### config.mk
export PLATFORM = sky130hd
export DESIGN_NAME = mpo_index_parser_unit
export DESIGN_NICKNAME = d
export VERILOG_FILES = /design/src/sv/mpo_pkg.sv /design/src/sv/mpo_index_parser_unit.sv /design/src/sv/mpo_out_reg.sv /design/src/sv/mpo_parse_core.sv
export SDC_FILE = /design/constraint.sdc
export NUM_CORES = 2
export LEC_CHECK = 0
export ABC_AREA = 1
export BUFFER_PORTS_ARGS = -buffer_cell sky130_fd_sc_hd__buf_2
export CORE_MARGIN = 2
export CORE_UTILIZATION = 41
export DETAILED_ROUTE_END_ITERATION = 8
export MAX_ROUTING_LAYER = met4
export PLACE_DENSITY_LB_ADDON = 0.25
export SLEW_MARGIN = 15
export SYNTH_ARGS = -nofsm -noshare
export SYNTH_HDL_FRONTEND = slang
export SYNTH_SLANG_ARGS = --single-unit
### constraint.sdc
create_clock -name clock -period 9.3 [get_ports clock]
set_input_delay 0.465 -clock clock [delete_from_list [all_inputs] [get_ports clock]]
set_output_delay 0.465 -clock clock [all_outputs]
set_load 0.02 [all_outputs]
### src/sv/mpo_pkg.sv
// Package with phase codes, error codes and field constants for the MPO index parser.
`default_nettype none
package mpo_pkg;
   localparam logic [3:0] PH_SOI     = 4'd0;
   localparam logic [3:0] PH_MARKER  = 4'd1;
   localparam logic [3:0] PH_SKIPSEG = 4'd2;
   localparam logic [3:0] PH_MPF     = 4'd3;
   localparam logic [3:0] PH_MPHDR   = 4'd4;
   localparam logic [3:0] PH_SKIPIFD = 4'd5;
   localparam logic [3:0] PH_COUNT   = 4'd6;
   localparam logic [3:0] PH_TAG     = 4'd7;
   localparam logic [3:0] PH_NEXTIFD = 4'd8;
   localparam logic [3:0] PH_ENTRY   = 4'd9;
   localparam logic [3:0] PH_DONE    = 4'd10;
   localparam logic [3:0] PH_HALT    = 4'd11;

   localparam logic [4:0] ERR_NONE       = 5'd0;
   localparam logic [4:0] ERR_NO_SOI     = 5'd1;
   localparam logic [4:0] ERR_MARKER     = 5'd2;
   localparam logic [4:0] ERR_SHORT_SEG  = 5'd3;
   localparam logic [4:0] ERR_NOT_MPF    = 5'd4;
   localparam logic [4:0] ERR_ENDIAN     = 5'd5;
   localparam logic [4:0] ERR_IFD_OFS    = 5'd6;
   localparam logic [4:0] ERR_B000_TYPE  = 5'd7;
   localparam logic [4:0] ERR_B000_CNT   = 5'd8;
   localparam logic [4:0] ERR_B000_VER   = 5'd9;
   localparam logic [4:0] ERR_B001_TYPE  = 5'd10;
   localparam logic [4:0] ERR_B001_CNT   = 5'd11;
   localparam logic [4:0] ERR_B002_TYPE  = 5'd12;
   localparam logic [4:0] ERR_B002_CNT   = 5'd13;
   localparam logic [4:0] ERR_B003_TYPE  = 5'd14;
   localparam logic [4:0] ERR_B003_CNT   = 5'd15;
   localparam logic [4:0] ERR_B004_TYPE  = 5'd16;
   localparam logic [4:0] ERR_B004_CNT   = 5'd17;
   localparam logic [4:0] ERR_BAD_TAG    = 5'd18;
   localparam logic [4:0] ERR_NO_IMAGES  = 5'd19;

   localparam logic [15:0] TAG_VERSION = 16'hB000;
   localparam logic [15:0] TAG_NUM_IMG = 16'hB001;
   localparam logic [15:0] TAG_ENTRY   = 16'hB002;
   localparam logic [15:0] TAG_UID     = 16'hB003;
   localparam logic [15:0] TAG_FRAMES  = 16'hB004;
   localparam logic [15:0] TYPE_UNDEF  = 16'd7;
   localparam logic [15:0] TYPE_LONG   = 16'd4;

   localparam logic [7:0] MK_PREFIX = 8'hFF;
   localparam logic [7:0] MK_SOI    = 8'hD8;
   localparam logic [7:0] MK_APP2   = 8'hE2;

   typedef struct packed {
      logic        is_error;
      logic [4:0]  error_code;
      logic [31:0] image_index;
      logic [32:0] image_location;
      logic        last;
   } result_type;
endpackage
`default_nettype wire

### src/sv/mpo_index_parser_unit.sv
// Top level of the MPO index parser: byte parser with a registered result stage.
`default_nettype none
// The parser takes one file byte per item and accepts a new byte every cycle as long
// as the result register is free or being emptied in the same cycle. Each accepted
// byte updates the parse state in the same clock; when a byte completes a field that
// yields an image location or an error, that result is written to the output register
// and appears on the rsp_ port in the next cycle. The rate is one item per cycle, set by
// the single result register: req_ready drops only while a result waits and rsp_ready
// is low. req_file_start high restarts the parser with that byte as the first of a new
// file. After an error, or after the last image location, bytes are consumed without
// results until the next file start. Positions wrap at POSITION_BITS bits; the image
// location is the MP header start plus the entry offset, kept to 33 bits.
module mpo_index_parser_unit #(
   parameter int POSITION_BITS = 32
) (
   input  wire logic        clock,
   input  wire logic        reset,
   input  wire logic        req_valid,
   output logic             req_ready,
   input  wire logic [7:0]  req_data_byte,
   input  wire logic        req_file_start,
   output logic             rsp_valid,
   input  wire logic        rsp_ready,
   output logic             rsp_is_error,
   output logic [4:0]       rsp_error_code,
   output logic [31:0]      rsp_image_index,
   output logic [32:0]      rsp_image_location,
   output logic             rsp_last
);
   import mpo_pkg::*;

   logic                     res_valid;
   result_type               res_data;
   result_type               out_data;
   logic                     accept;

   assign accept = req_valid && req_ready;

   mpo_parse_core #(.POSITION_BITS(POSITION_BITS)) u_core (
      .clock      (clock),
      .reset      (reset),
      .accept     (accept),
      .data_byte  (req_data_byte),
      .file_start (req_file_start),
      .res_valid  (res_valid),
      .res_data   (res_data)
   );

   mpo_out_reg u_out (
      .clock     (clock),
      .reset     (reset),
      .in_valid  (res_valid),
      .in_data   (res_data),
      .in_ready  (req_ready),
      .out_valid (rsp_valid),
      .out_data  (out_data),
      .out_ready (rsp_ready)
   );

   assign rsp_is_error       = out_data.is_error;
   assign rsp_error_code     = out_data.error_code;
   assign rsp_image_index    = out_data.image_index;
   assign rsp_image_location = out_data.image_location;
   assign rsp_last           = out_data.last;
endmodule
`default_nettype wire

### src/sv/mpo_out_reg.sv
// Output register stage that holds one result item and takes a new one when free or being emptied.
`default_nettype none
module mpo_out_reg (
   input  wire logic               clock,
   input  wire logic               reset,
   input  wire logic               in_valid,
   input  wire mpo_pkg::result_type in_data,
   output logic                    in_ready,
   output logic                    out_valid,
   output mpo_pkg::result_type     out_data,
   input  wire logic               out_ready
);
   import mpo_pkg::*;
   logic       valid_ff;
   result_type data_ff;

   assign in_ready  = !valid_ff || out_ready;
   assign out_valid = valid_ff;
   assign out_data  = data_ff;

   always_ff @(posedge clock) begin
      if (reset) begin
         valid_ff <= 1'b0;
      end else if (in_ready) begin
         valid_ff <= in_valid;
      end
      if (in_ready && in_valid) begin
         data_ff <= in_data;
      end
   end
endmodule
`default_nettype wire

### src/sv/mpo_parse_core.sv
// Byte-level parse state machine with the field buffer and all field checks.
`default_nettype none
module mpo_parse_core #(
   parameter int POSITION_BITS = 32
) (
   input  wire logic         clock,
   input  wire logic         reset,
   input  wire logic         accept,
   input  wire logic [7:0]   data_byte,
   input  wire logic         file_start,
   output logic              res_valid,
   output mpo_pkg::result_type res_data
);
   import mpo_pkg::*;

   logic [3:0]               phase_ff, phase_in;
   logic [3:0]               bif_ff, bif_in;
   logic [7:0]               fb_ff [16];
   logic [POSITION_BITS-1:0] pos_ff, pos_in;
   logic [POSITION_BITS-1:0] hdr_ff, hdr_in;
   logic [31:0]              skip_ff, skip_in;
   logic                     be_ff, be_in;
   logic [15:0]              tags_ff, tags_in;
   logic [31:0]              count_ff, count_in;
   logic [31:0]              entry_ff, entry_in;

   // Effective state after an optional restart.
   logic [3:0]               ph;
   logic [3:0]               bif;
   logic [POSITION_BITS-1:0] pos;
   logic                     be;
   logic [15:0]              tags;
   logic [31:0]              imgs;
   logic [31:0]              ent;
   logic [31:0]              skp;
   logic [POSITION_BITS-1:0] hdr;
   logic [7:0]               f [16];
   logic [3:0]               flen;
   logic                     done_field;
   logic [15:0]              tag, typ, v16;
   logic [31:0]              cnt, v32, ofs;
   logic [15:0]              tags_dec;
   logic                     err;
   logic [4:0]               code;
   logic [32:0]              hdr33;

   function automatic logic [15:0] rd16(input logic [7:0] a, input logic [7:0] b,
                                        input logic big);
      rd16 = big ? {a, b} : {b, a};
   endfunction

   always_comb begin
      ph   = file_start ? PH_SOI : phase_ff;
      bif  = file_start ? 4'd0 : bif_ff;
      pos  = file_start ? '0 : pos_ff;
      be   = file_start ? 1'b0 : be_ff;
      tags = file_start ? 16'd0 : tags_ff;
      imgs = file_start ? 32'd0 : count_ff;
      ent  = file_start ? 32'd0 : entry_ff;
      skp  = file_start ? 32'd0 : skip_ff;
      hdr  = file_start ? '0 : hdr_ff;
      for (int i = 0; i < 16; i++) begin
         f[i] = (bif == 4'(i)) ? data_byte : fb_ff[i];
      end
      unique case (ph)
         PH_SOI, PH_COUNT: flen = 4'd1;
         PH_MPHDR:         flen = 4'd7;
         PH_TAG:           flen = 4'd11;
         PH_ENTRY:         flen = 4'd15;
         default:          flen = 4'd3;
      endcase
      done_field = (bif == flen);

      tag = rd16(f[0], f[1], be);
      typ = rd16(f[2], f[3], be);
      cnt = be ? {f[4], f[5], f[6], f[7]} : {f[7], f[6], f[5], f[4]};
      v32 = be ? {f[8], f[9], f[10], f[11]} : {f[11], f[10], f[9], f[8]};
      v16 = {f[2], f[3]};
      ofs = (f[0] == 8'h4D) ? {f[4], f[5], f[6], f[7]} : {f[7], f[6], f[5], f[4]};
      tags_dec = tags - 16'd1;
      hdr33 = 33'(hdr);

      phase_in = ph;
      bif_in   = bif;
      pos_in   = pos + 1'b1;
      hdr_in   = hdr;
      skip_in  = skp;
      be_in    = be;
      tags_in  = tags;
      count_in = imgs;
      entry_in = ent;
      err      = 1'b0;
      code     = ERR_NONE;
      res_valid = 1'b0;
      res_data  = '0;

      if (ph == PH_HALT || ph == PH_DONE) begin
         // Bytes are dropped until a new file starts.
      end else if (ph == PH_SKIPSEG || ph == PH_SKIPIFD) begin
         skip_in = skp - 32'd1;
         if (skip_in == 32'd0) begin
            phase_in = (ph == PH_SKIPSEG) ? PH_MARKER : PH_COUNT;
         end
      end else if (!done_field) begin
         bif_in = bif + 4'd1;
      end else begin
         bif_in = 4'd0;
         unique case (ph)
            PH_SOI: begin
               if (f[0] != MK_PREFIX || f[1] != MK_SOI) begin
                  err = 1'b1; code = ERR_NO_SOI;
               end else begin
                  phase_in = PH_MARKER;
               end
            end
            PH_MARKER: begin
               if (f[0] != MK_PREFIX) begin
                  err = 1'b1; code = ERR_MARKER;
               end else if (f[1] == MK_APP2) begin
                  phase_in = PH_MPF;
               end else if (v16 < 16'd2) begin
                  err = 1'b1; code = ERR_SHORT_SEG;
               end else begin
                  skip_in  = 32'(v16 - 16'd2);
                  phase_in = (v16 != 16'd2) ? PH_SKIPSEG : PH_MARKER;
               end
            end
            PH_MPF: begin
               if (f[0] != 8'h4D || f[1] != 8'h50 || f[2] != 8'h46 || f[3] != 8'h00) begin
                  err = 1'b1; code = ERR_NOT_MPF;
               end else begin
                  hdr_in   = pos + 1'b1;
                  phase_in = PH_MPHDR;
               end
            end
            PH_MPHDR: begin
               if (f[0] == 8'h49 && f[1] == 8'h49 && f[2] == 8'h2A && f[3] == 8'h00) begin
                  be_in = 1'b0;
               end else if (f[0] == 8'h4D && f[1] == 8'h4D && f[2] == 8'h00
                            && f[3] == 8'h2A) begin
                  be_in = 1'b1;
               end else begin
                  err = 1'b1; code = ERR_ENDIAN;
               end
               if (!err) begin
                  if (ofs < 32'd8) begin
                     err = 1'b1; code = ERR_IFD_OFS;
                  end else begin
                     skip_in  = ofs - 32'd8;
                     phase_in = (ofs != 32'd8) ? PH_SKIPIFD : PH_COUNT;
                  end
               end
            end
            PH_COUNT: begin
               tags_in = tag;
               if (tag == 16'd0) begin
                  if (imgs == 32'd0) begin
                     err = 1'b1; code = ERR_NO_IMAGES;
                  end else begin
                     phase_in = PH_NEXTIFD;
                  end
               end else begin
                  phase_in = PH_TAG;
               end
            end
            PH_TAG: begin
               case (tag)
                  TAG_VERSION: begin
                     if (typ != TYPE_UNDEF) begin
                        err = 1'b1; code = ERR_B000_TYPE;
                     end else if (cnt != 32'd4) begin
                        err = 1'b1; code = ERR_B000_CNT;
                     end else if (f[8] != 8'h30 || f[9] != 8'h31 || f[10] != 8'h30
                                  || f[11] != 8'h30) begin
                        err = 1'b1; code = ERR_B000_VER;
                     end
                  end
                  TAG_NUM_IMG: begin
                     if (typ != TYPE_LONG) begin
                        err = 1'b1; code = ERR_B001_TYPE;
                     end else if (cnt != 32'd1) begin
                        err = 1'b1; code = ERR_B001_CNT;
                     end else begin
                        count_in = v32;
                     end
                  end
                  TAG_ENTRY: begin
                     if (typ != TYPE_UNDEF) begin
                        err = 1'b1; code = ERR_B002_TYPE;
                     end else if ({4'd0, cnt} != {imgs, 4'd0}) begin
                        err = 1'b1; code = ERR_B002_CNT;
                     end
                  end
                  TAG_UID: begin
                     if (typ != TYPE_UNDEF) begin
                        err = 1'b1; code = ERR_B003_TYPE;
                     end else if ({6'd0, cnt} != ({imgs, 5'd0} + {5'd0, imgs})) begin
                        err = 1'b1; code = ERR_B003_CNT;
                     end
                  end
                  TAG_FRAMES: begin
                     if (typ != TYPE_LONG) begin
                        err = 1'b1; code = ERR_B004_TYPE;
                     end else if (cnt != 32'd1) begin
                        err = 1'b1; code = ERR_B004_CNT;
                     end
                  end
                  default: begin
                     err = 1'b1; code = ERR_BAD_TAG;
                  end
               endcase
               if (!err) begin
                  tags_in = tags_dec;
                  if (tags_dec == 16'd0) begin
                     if (count_in == 32'd0) begin
                        err = 1'b1; code = ERR_NO_IMAGES;
                     end else begin
                        phase_in = PH_NEXTIFD;
                     end
                  end
               end
            end
            PH_NEXTIFD: begin
               entry_in = 32'd0;
               phase_in = PH_ENTRY;
            end
            PH_ENTRY: begin
               res_valid = 1'b1;
               res_data.image_index    = ent;
               res_data.image_location = hdr33 + {1'b0, v32};
               res_data.last           = (ent == imgs - 32'd1);
               entry_in = ent + 32'd1;
               if (res_data.last) begin
                  phase_in = PH_DONE;
               end
            end
            default: begin
            end
         endcase
         if (err) begin
            phase_in  = PH_HALT;
            res_valid = 1'b1;
            res_data  = '0;
            res_data.is_error   = 1'b1;
            res_data.error_code = code;
            res_data.last       = 1'b1;
         end
      end
      res_valid = res_valid && accept;
   end

   always_ff @(posedge clock) begin
      if (reset) begin
         phase_ff <= PH_SOI;
         bif_ff   <= 4'd0;
         pos_ff   <= '0;
         hdr_ff   <= '0;
         skip_ff  <= 32'd0;
         be_ff    <= 1'b0;
         tags_ff  <= 16'd0;
         count_ff <= 32'd0;
         entry_ff <= 32'd0;
      end else if (accept) begin
         phase_ff <= phase_in;
         bif_ff   <= bif_in;
         pos_ff   <= pos_in;
         hdr_ff   <= hdr_in;
         skip_ff  <= skip_in;
         be_ff    <= be_in;
         tags_ff  <= tags_in;
         count_ff <= count_in;
         entry_ff <= entry_in;
      end
   end

   always_ff @(posedge clock) begin
      if (accept) begin
         fb_ff[bif] <= data_byte;
      end
   end
endmodule
`default_nettype wire

## After elaboration in Yosys (flattened, before gate mapping)

Memories as Yosys holds them, arrays and structs flattened.
Cells that the tools add are included.

| storage, ports and cells | value |
|---|---|
| register bits | 258 |
| memory bits (writable) | 128 |
| input bits | 13 |
| memories kept | 1 |

Memories:

| name | words | bits a word | rd ports | clocked after Yosys merged registers in | write ports | RTL line | RTL |
|---|---|---|---|---|---|---|---|
| u_core.fb_ff | 16 | 8 | 12 | 0 | 1 | mpo_parse_core.sv:18 | `logic [7:0] fb_ff [16];` |

| cells by class | value |
|---|---|
| reductions and logical operators | 35 |
| order comparisons | 2 |
| $add $sub $neg | 10 |
| bitwise operators | 3 |
| equality and inequality tests | 53 |
| multiplexer cells | 164 |

Operator list:

| operator | number |
|---|---|
| two-way mux 32 bit | 35 |
| one-hot mux 32 bit (2 select lines) | 2 |
| two-way mux 16 bit | 7 |
| two-way mux 4 bit | 27 |
| logical NOT 32 bit | 3 |
| two-way mux 8 bit | 12 |
| two-way mux 5 bit | 17 |
| == test 16 bit (second input constant) | 5 |
| two-way mux 72 bit | 1 |
| two-way mux 66 bit | 1 |
| adder 32 x 1 -> 32 bit (second input constant) | 2 |
| subtractor 32 x 1 -> 32 bit (second input constant) | 2 |
| two-way mux 1 bit | 49 |
| adder 37 x 32 -> 38 bit | 1 |
| inequality test 32 x 38 -> 1 bit | 1 |
| inequality test 32 x 36 -> 1 bit | 1 |
| adder 32 x 32 -> 33 bit | 1 |
| == test 32 bit | 1 |
| == test 4 x 3 -> 1 bit (second input constant) | 8 |
| == test 4 bit (second input constant) | 8 |
| == test 8 x 7 -> 1 bit (second input constant) | 4 |
| logical NOT 16 bit | 2 |
| < comparator 32 x 4 -> 1 bit (second input constant) | 1 |
| inequality test 16 x 3 -> 1 bit (second input constant) | 2 |
| other kinds (37) | 74 |

## Depth between registers and ports, before layout

| logic depth | value |
|---|---|
| depth in word-level cells | 26 |
| gate-level depth with buffers | 38 |
| depth with buffers taken out | 34 |

## Hierarchy

From an unflattened synthesis, not the netlist that was laid out.

| unflattened totals | value |
|---|---|
| cell total of the unflattened synthesis | 5119 |
| area total of the unflattened synthesis | 31914.4 µm² |

By module, submodules not included:

| module | seq. area each (µm²) | cells an instance | area an instance (µm²) | instances |
|---|---|---|---|---|
| mpo_parse_core | 6586.3 | 5039 | 29697.2 | 1 |
| mpo_out_reg | 2182.1 | 78 | 2209.6 | 1 |
| mpo_index_parser_unit | 0.0 | 2 | 7.5 | 1 |

## Worst setup path before layout

No wires, ideal clock.

| path | value |
|---|---|
| kind | input to register |
| start point | input port req_file_start |
| end point | register u_out.data_ff (netlist bit u_out.out_data[0]), enable pin |
| path buffers | 8 |
| library setup time | 426 ps |
| data arrival time | 5767 ps |
| slack | 3107 ps |
| cell stages on the path | 35 |
| path through | buf_6 > buf_2 > buf_2 > buf_1 > nor2_1 > inv_1 > ha_1 > buf_2 > buf_2 > nand3_1 > buf_2 > nand2_1 > nand3_1 > nand2_1 > nand2_1 > inv_1 > nand2_1 > nor2_1 > nand3_1 > nor2_4 > nand3_4 > buf_6 > o21ai_1 > nand2_1 > nor2_1 > nand2_1 > nor2_2 > nand3_1 > nand4_1 > nand2_1 > nand2_1 > nand2_2 > nand2_1 > nand2_1 > inv_1 |

| between the ends | value |
|---|---|
| longest elaborated chain between the ends | 26 |
| elaborated cells on any way between the ends | 152 |
| those cells by class | 2 x add/sub; 2 x order compare; 49 x eq/ne; 71 x mux; 28 x reduce/logical |

RTL lines:

| what | RTL line | RTL |
|---|---|---|
| from (decl) | mpo_index_parser_unit.sv:21 | `input wire logic req_file_start,` |
| parallel branches: the longest is 23 deep, another holds adder 37 x 32 -> 38 bit | - |  |
| two-way mux 1 bit * | mpo_parse_core.sv:97 | `if (ph == PH_HALT \|\| ph == PH_DONE) begin` |
| logical AND 1 bit * | mpo_parse_core.sv:249 | `res_valid = res_valid && accept;` |
| logical AND 1 bit * | mpo_out_reg.sv:27 | `if (in_ready && in_valid) begin` |
| to (signal assigned) | mpo_out_reg.sv:28 | `data_ff <= in_data;` |
| to (decl) | mpo_out_reg.sv:15 | `result_type data_ff;` |

Every way passes the cells marked *. The select of a mux whose other input is x is not followed.
A chain may end at the register's enable or synchronous reset.

## Final worst setup path

| path | value |
|---|---|
| start point | register u_core.bif_ff[1] |
| end point | register u_out.data_ff (netlist bit u_out.out_data[70]), enable pin |

| between the ends | value |
|---|---|
| longest elaborated chain between the ends | 26 |
| elaborated cells on any way between the ends | 127 |
| those cells by class | 2 x order compare; 39 x eq/ne; 64 x mux; 22 x reduce/logical |

RTL lines:

| what | RTL line | RTL |
|---|---|---|
| from (decl) | mpo_parse_core.sv:17 | `logic [3:0] bif_ff, bif_in;` |
| from (signal assigned) | mpo_parse_core.sv:265 | `bif_ff <= bif_in;` |
| two-way mux 4 bit * | mpo_parse_core.sv:54 | `bif = file_start ? 4'd0 : bif_ff;` |
| == test 4 x 3 -> 1 bit or == test 4 bit (tied branches) | mpo_parse_core.sv:63 | `f[i] = (bif == 4'(i)) ? data_byte : fb_ff[i];` |
| two-way mux 8 bit | mpo_parse_core.sv:63 |  |
| two-way mux 32 bit or inequality test 8 x 6 -> 1 bit (tied branches) | mpo_parse_core.sv:76, mpo_parse_core.sv:173 |  |
| inequality test 32 x 1 -> 1 bit or logical OR 1 bit (tied branches) | mpo_parse_core.sv:181, mpo_parse_core.sv:204, mpo_parse_core.sv:173 |  |
| two-way mux 32 bit or logical OR 1 bit (tied branches) | mpo_parse_core.sv:181, mpo_parse_core.sv:173 |  |
| two-way mux 32 bit or logical OR 1 bit (tied branches) | mpo_parse_core.sv:179, mpo_parse_core.sv:174 |  |
| two-way mux 32 bit or two-way mux 1 bit (tied branches) | mpo_parse_core.sv:167, mpo_parse_core.sv:173 |  |
| [... 10 more ...] | - |  |
| two-way mux 1 bit | mpo_parse_core.sv:99 | `end else if (ph == PH_SKIPSEG \|\| ph == PH_SKIPIFD) begin` |
| two-way mux 1 bit | mpo_parse_core.sv:97 |  |
| two-way mux 1 bit | mpo_parse_core.sv:240 | `if (err) begin` |
| two-way mux 1 bit * | mpo_parse_core.sv:104 | `end else if (!done_field) begin` |
| two-way mux 1 bit * | mpo_parse_core.sv:99 |  |
| two-way mux 1 bit * | mpo_parse_core.sv:97 |  |
| logical AND 1 bit * | mpo_parse_core.sv:249 |  |
| logical AND 1 bit * | mpo_out_reg.sv:27 |  |

Every way passes the cells marked *; elsewhere a longest branch is shown, timed or not. The select of a mux whose other input is x is not followed.

==> impl_metrics.tcl <==
set metrics [dict create \
    status "completed" \
    crit_fanout 50 \
    clkSinkCount 354 \
    cp_slowest_stage_delay_ps 780 \
    routabilityCongestion 1.096 \
    r2r_cells 31 \
    critPathRequiredTime_ps 9620 \
    final.period_utilization 0.7576 \
    synth.most_common_cell "nand2_1" \
    rr_endpoint "u_out.out_data[70]" \
    layout-drive-gt1-share 0.06671 \
    ys.flop_type "dfxtp_1" \
    multi_input_area_um2 18220 \
    cp.arrival_ps 7360 \
    path_clk_slew_ps 60 \
    die_area_um2 76320 \
    p_leak_nw 14.84 \
    crit_top_cell "nand2_1" \
    end_kind "register" \
    hold_path_class "primary input to register" \
    maxSlewHeadroom 0.2211 \
    dr_total_vias 33141 \
    final-setup-viol-count 0 \
    drt-total-wl_um 123100 \
    cts_resized 0 \
    crit_family "simple AND/OR/NAND/NOR gates" \
    io_pins 87 \
    synth_top_area_share 0.1660 \
    grt_pass1_vias 29498 \
    remaining_drc_errors 0 \
    whs_path_depth 2 \
    grt-ovfl-total 0 \
    portBuffers 86 \
    root_buffer "clkbuf_16" \
    die_w_um 276.3 \
    drt_first_pass_iters 9 \
    synth.avg_cell_area_um2 6.261 \
    postSynthCellCount 4854 \
    cts_tree "yes" \
    dpl-instance-area_um2 31480 \
    hp-start "req_data_byte[7]" \
    synthTopCellsByCount "nand2_1 (1276), inv_1 (648), nor2_1 (555)" \
    gr-usage-all-layers 0.3193 \
    antenna_found_initial 4 \
    layout.cells.non_filler 5835 \
    drt-wirelength-per-cell_um 21.09 \
    cts_buffer_depth 3 \
    power.density_nw_per_um2 126.8 \
    slowest_stage "o21ai_0" \
    crit_buf_inv 9 \
    row_count 99 \
    ant_nets 0 \
    slew_violations 0 \
    fin_area_um2 33020 \
    grt_pass1_wl_um 183800 \
    fillers 7804 \
    grt_max_degree 104 \
    period_minus_slack_ps 7046 \
    synth_area_leader_cell "edfxtp_1" \
    min_to "u_core.fb_ff[3][7]" \
    hold_viol_final 0 \
    r2r_start "u_core.bif_ff[1]" \
    reg2reg_slack_ps 2250 \
    htreeDepth 2 \
    regArea_um2 8768 \
    core_area_um2 73210 \
    rsz0062_at_grt "false" \
    initial_core_util 0.4152 \
    ys.warnings.count 0 \
    drv_cap 0 \
    synth_nets 4919 \
    clock_latency_ps 630 \
    fin_tns_setup_ps 0 \
    cts_buffers 45 \
    syn_to_final_growth_pct 8.637 \
    synth_seq_cells 354 \
    dp.cells 5749 \
    synthArstFlopShare 0 \
    fmax_ghz 0.1419 \
    synth.area.top_cells "edfxtp_1 (17%), nand2_1 (16%), dfxtp_1 (12%)" \
    fin_skew_ps 51.89 \
    start_kind "register" \
    ys_seq_area_frac 0.2885 \
    synth_edf_count 168 \
    yosys.cell_types.count 69 \
    viasPerCell 5.680 \
    first_iter_violations 4409 \
    die_h_um 276.3 \
    cts_setup_buffers 0 \
    tightest_slew_ps 1156 \
    worstSetupPathType "register to register" \
    final_nets 4902 \
    peakVddDrop_v 0.0001290 \
    cts_hold_buf 0 \
    dp_hpwl_um 93260 \
    netlist_area_um2 30390 \
]
## routing by layer
metal	track usage	routed length (um)	vias to the layer above
li1	-	-	15952
met1	0.4393	54010	15281
met2	0.4600	51130	1646
met3	0.07293	13350	262
met4	0.1047	4577	0
met5	-	0	-
## per-stage QoR
step	hold WS, ps	power (mW)	setup slack [ps]	utilization
after floorplan	445.3	2.164	3107	-
after global placement	451.6	2.350	2138	0.4300
after detailed placement	455.3	2.351	2102	0.4300
after CTS	318.9	4.194	2439	0.4508
after global routing	344.2	4.335	1842	0.4510
final	337.7	4.185	2254	0.4510
## placed cells by master (no fill, tap or decap), types with 10 or more instances in the layout
cell type and instances:
o21ai_0 294, nand2_1 1275, nor2_2 15, clkbuf_1 11
buf_4 45, buf_2 84, nor4_1 30, o221ai_1 33
a221oi_1 15, a21oi_1 349, o22ai_1 21, xnor2_1 33
o21ai_2 10, nor3_1 77, dfxtp_1 186, ha_1 51
a211oi_1 15, inv_1 645, nand3b_1 11, nand2_2 23
or2_2 21, nand4_1 83, xor2_1 166, o211ai_1 77
inv_2 15, nand3_1 318, clkbuf_16 45, edfxtp_1 168
nor2_1 553, o21ai_1 46
## kinds of logic (layout without fill, tap and decap cells)
group	after synthesis	after routing	synth area share
simple gates	2449	2449	0.3422
xor+xnor	199	199	0.05735
buf+inv	866	884	0.1127
mux	3	3	0.0009881
other cells	0	4	0
flops	354	354	0.2885
compound gates	931	931	0.1766
fa+ha+maj	52	52	0.02165
## flip-flops by register name, indices dropped and copies added, names as in the netlist
| signal | cells |
|---|---|
| u_core.skip_ff | 32 |
| u_out.out_valid | 1 |
| u_core.pos_ff | 32 |
| u_out.out_data | 72 |
| u_core.hdr_ff | 32 |
| u_core.be_ff | 1 |
| u_core.phase_ff | 4 |
| u_core.count_ff | 32 |
| u_core.tags_ff | 16 |
| u_core.fb_ff | 96 |
| u_core.bif_ff | 4 |
| u_core.entry_ff | 32 |
## area by class of cell
| class | count | share of cell area |
|---|---|---|
| Clock inverter | 22 | 0.009170 |
| Multi-Input combinational cell | 3634 | 0.5518 |
| Tap cell | 959 | 0.03634 |
| Clock buffer | 60 | 0.03702 |
| Sequential cell | 354 | 0.2656 |
| Antenna cell | 4 | 0.0003032 |
| Timing Repair Buffer | 129 | 0.02296 |
| Inverter | 673 | 0.07681 |
## worst reg2reg max path: cells and delay by family (launching register included)
family | cells | cell delay [ps]
AO/OA/AOI/OAI | 2 | 980
adder cells (fa/ha/maj) | 1 | 500
buffers and inverters | 9 | 2340
flip-flops | 1 | 350
AND/OR/NAND/NOR | 19 | 2600
## where the power goes
part / internal [mW] / switching (mW) / leakage [nW]
logic: 0.169 / 0.467 / 11.2
clock network: 1.07 / 0.772 / 0.718
registers: 1.68 / 0.0264 / 2.94
total: 2.92 / 1.27 / 14.8
## worst max-delay path by stage
stage	from	depth (start not counted)	slack (ps)	endpoint
6_report	u_core.bif_ff[1]	31	2250	u_out.out_data[70]
5_1_grt	u_core.bif_ff[1]	31	1840	u_out.out_data[70]
4_1_cts	u_core.bif_ff[1]	31	2440	u_out.out_data[70]
3_5_place_dp	req_file_start	31	2100	u_out.out_data[13]
3_3_place_gp	req_file_start	30	2140	u_out.out_data[13]
2_1_floorplan	req_file_start	35	3110	u_out.out_data[0]
Note: power is estimated with default switching activity, not from simulation.
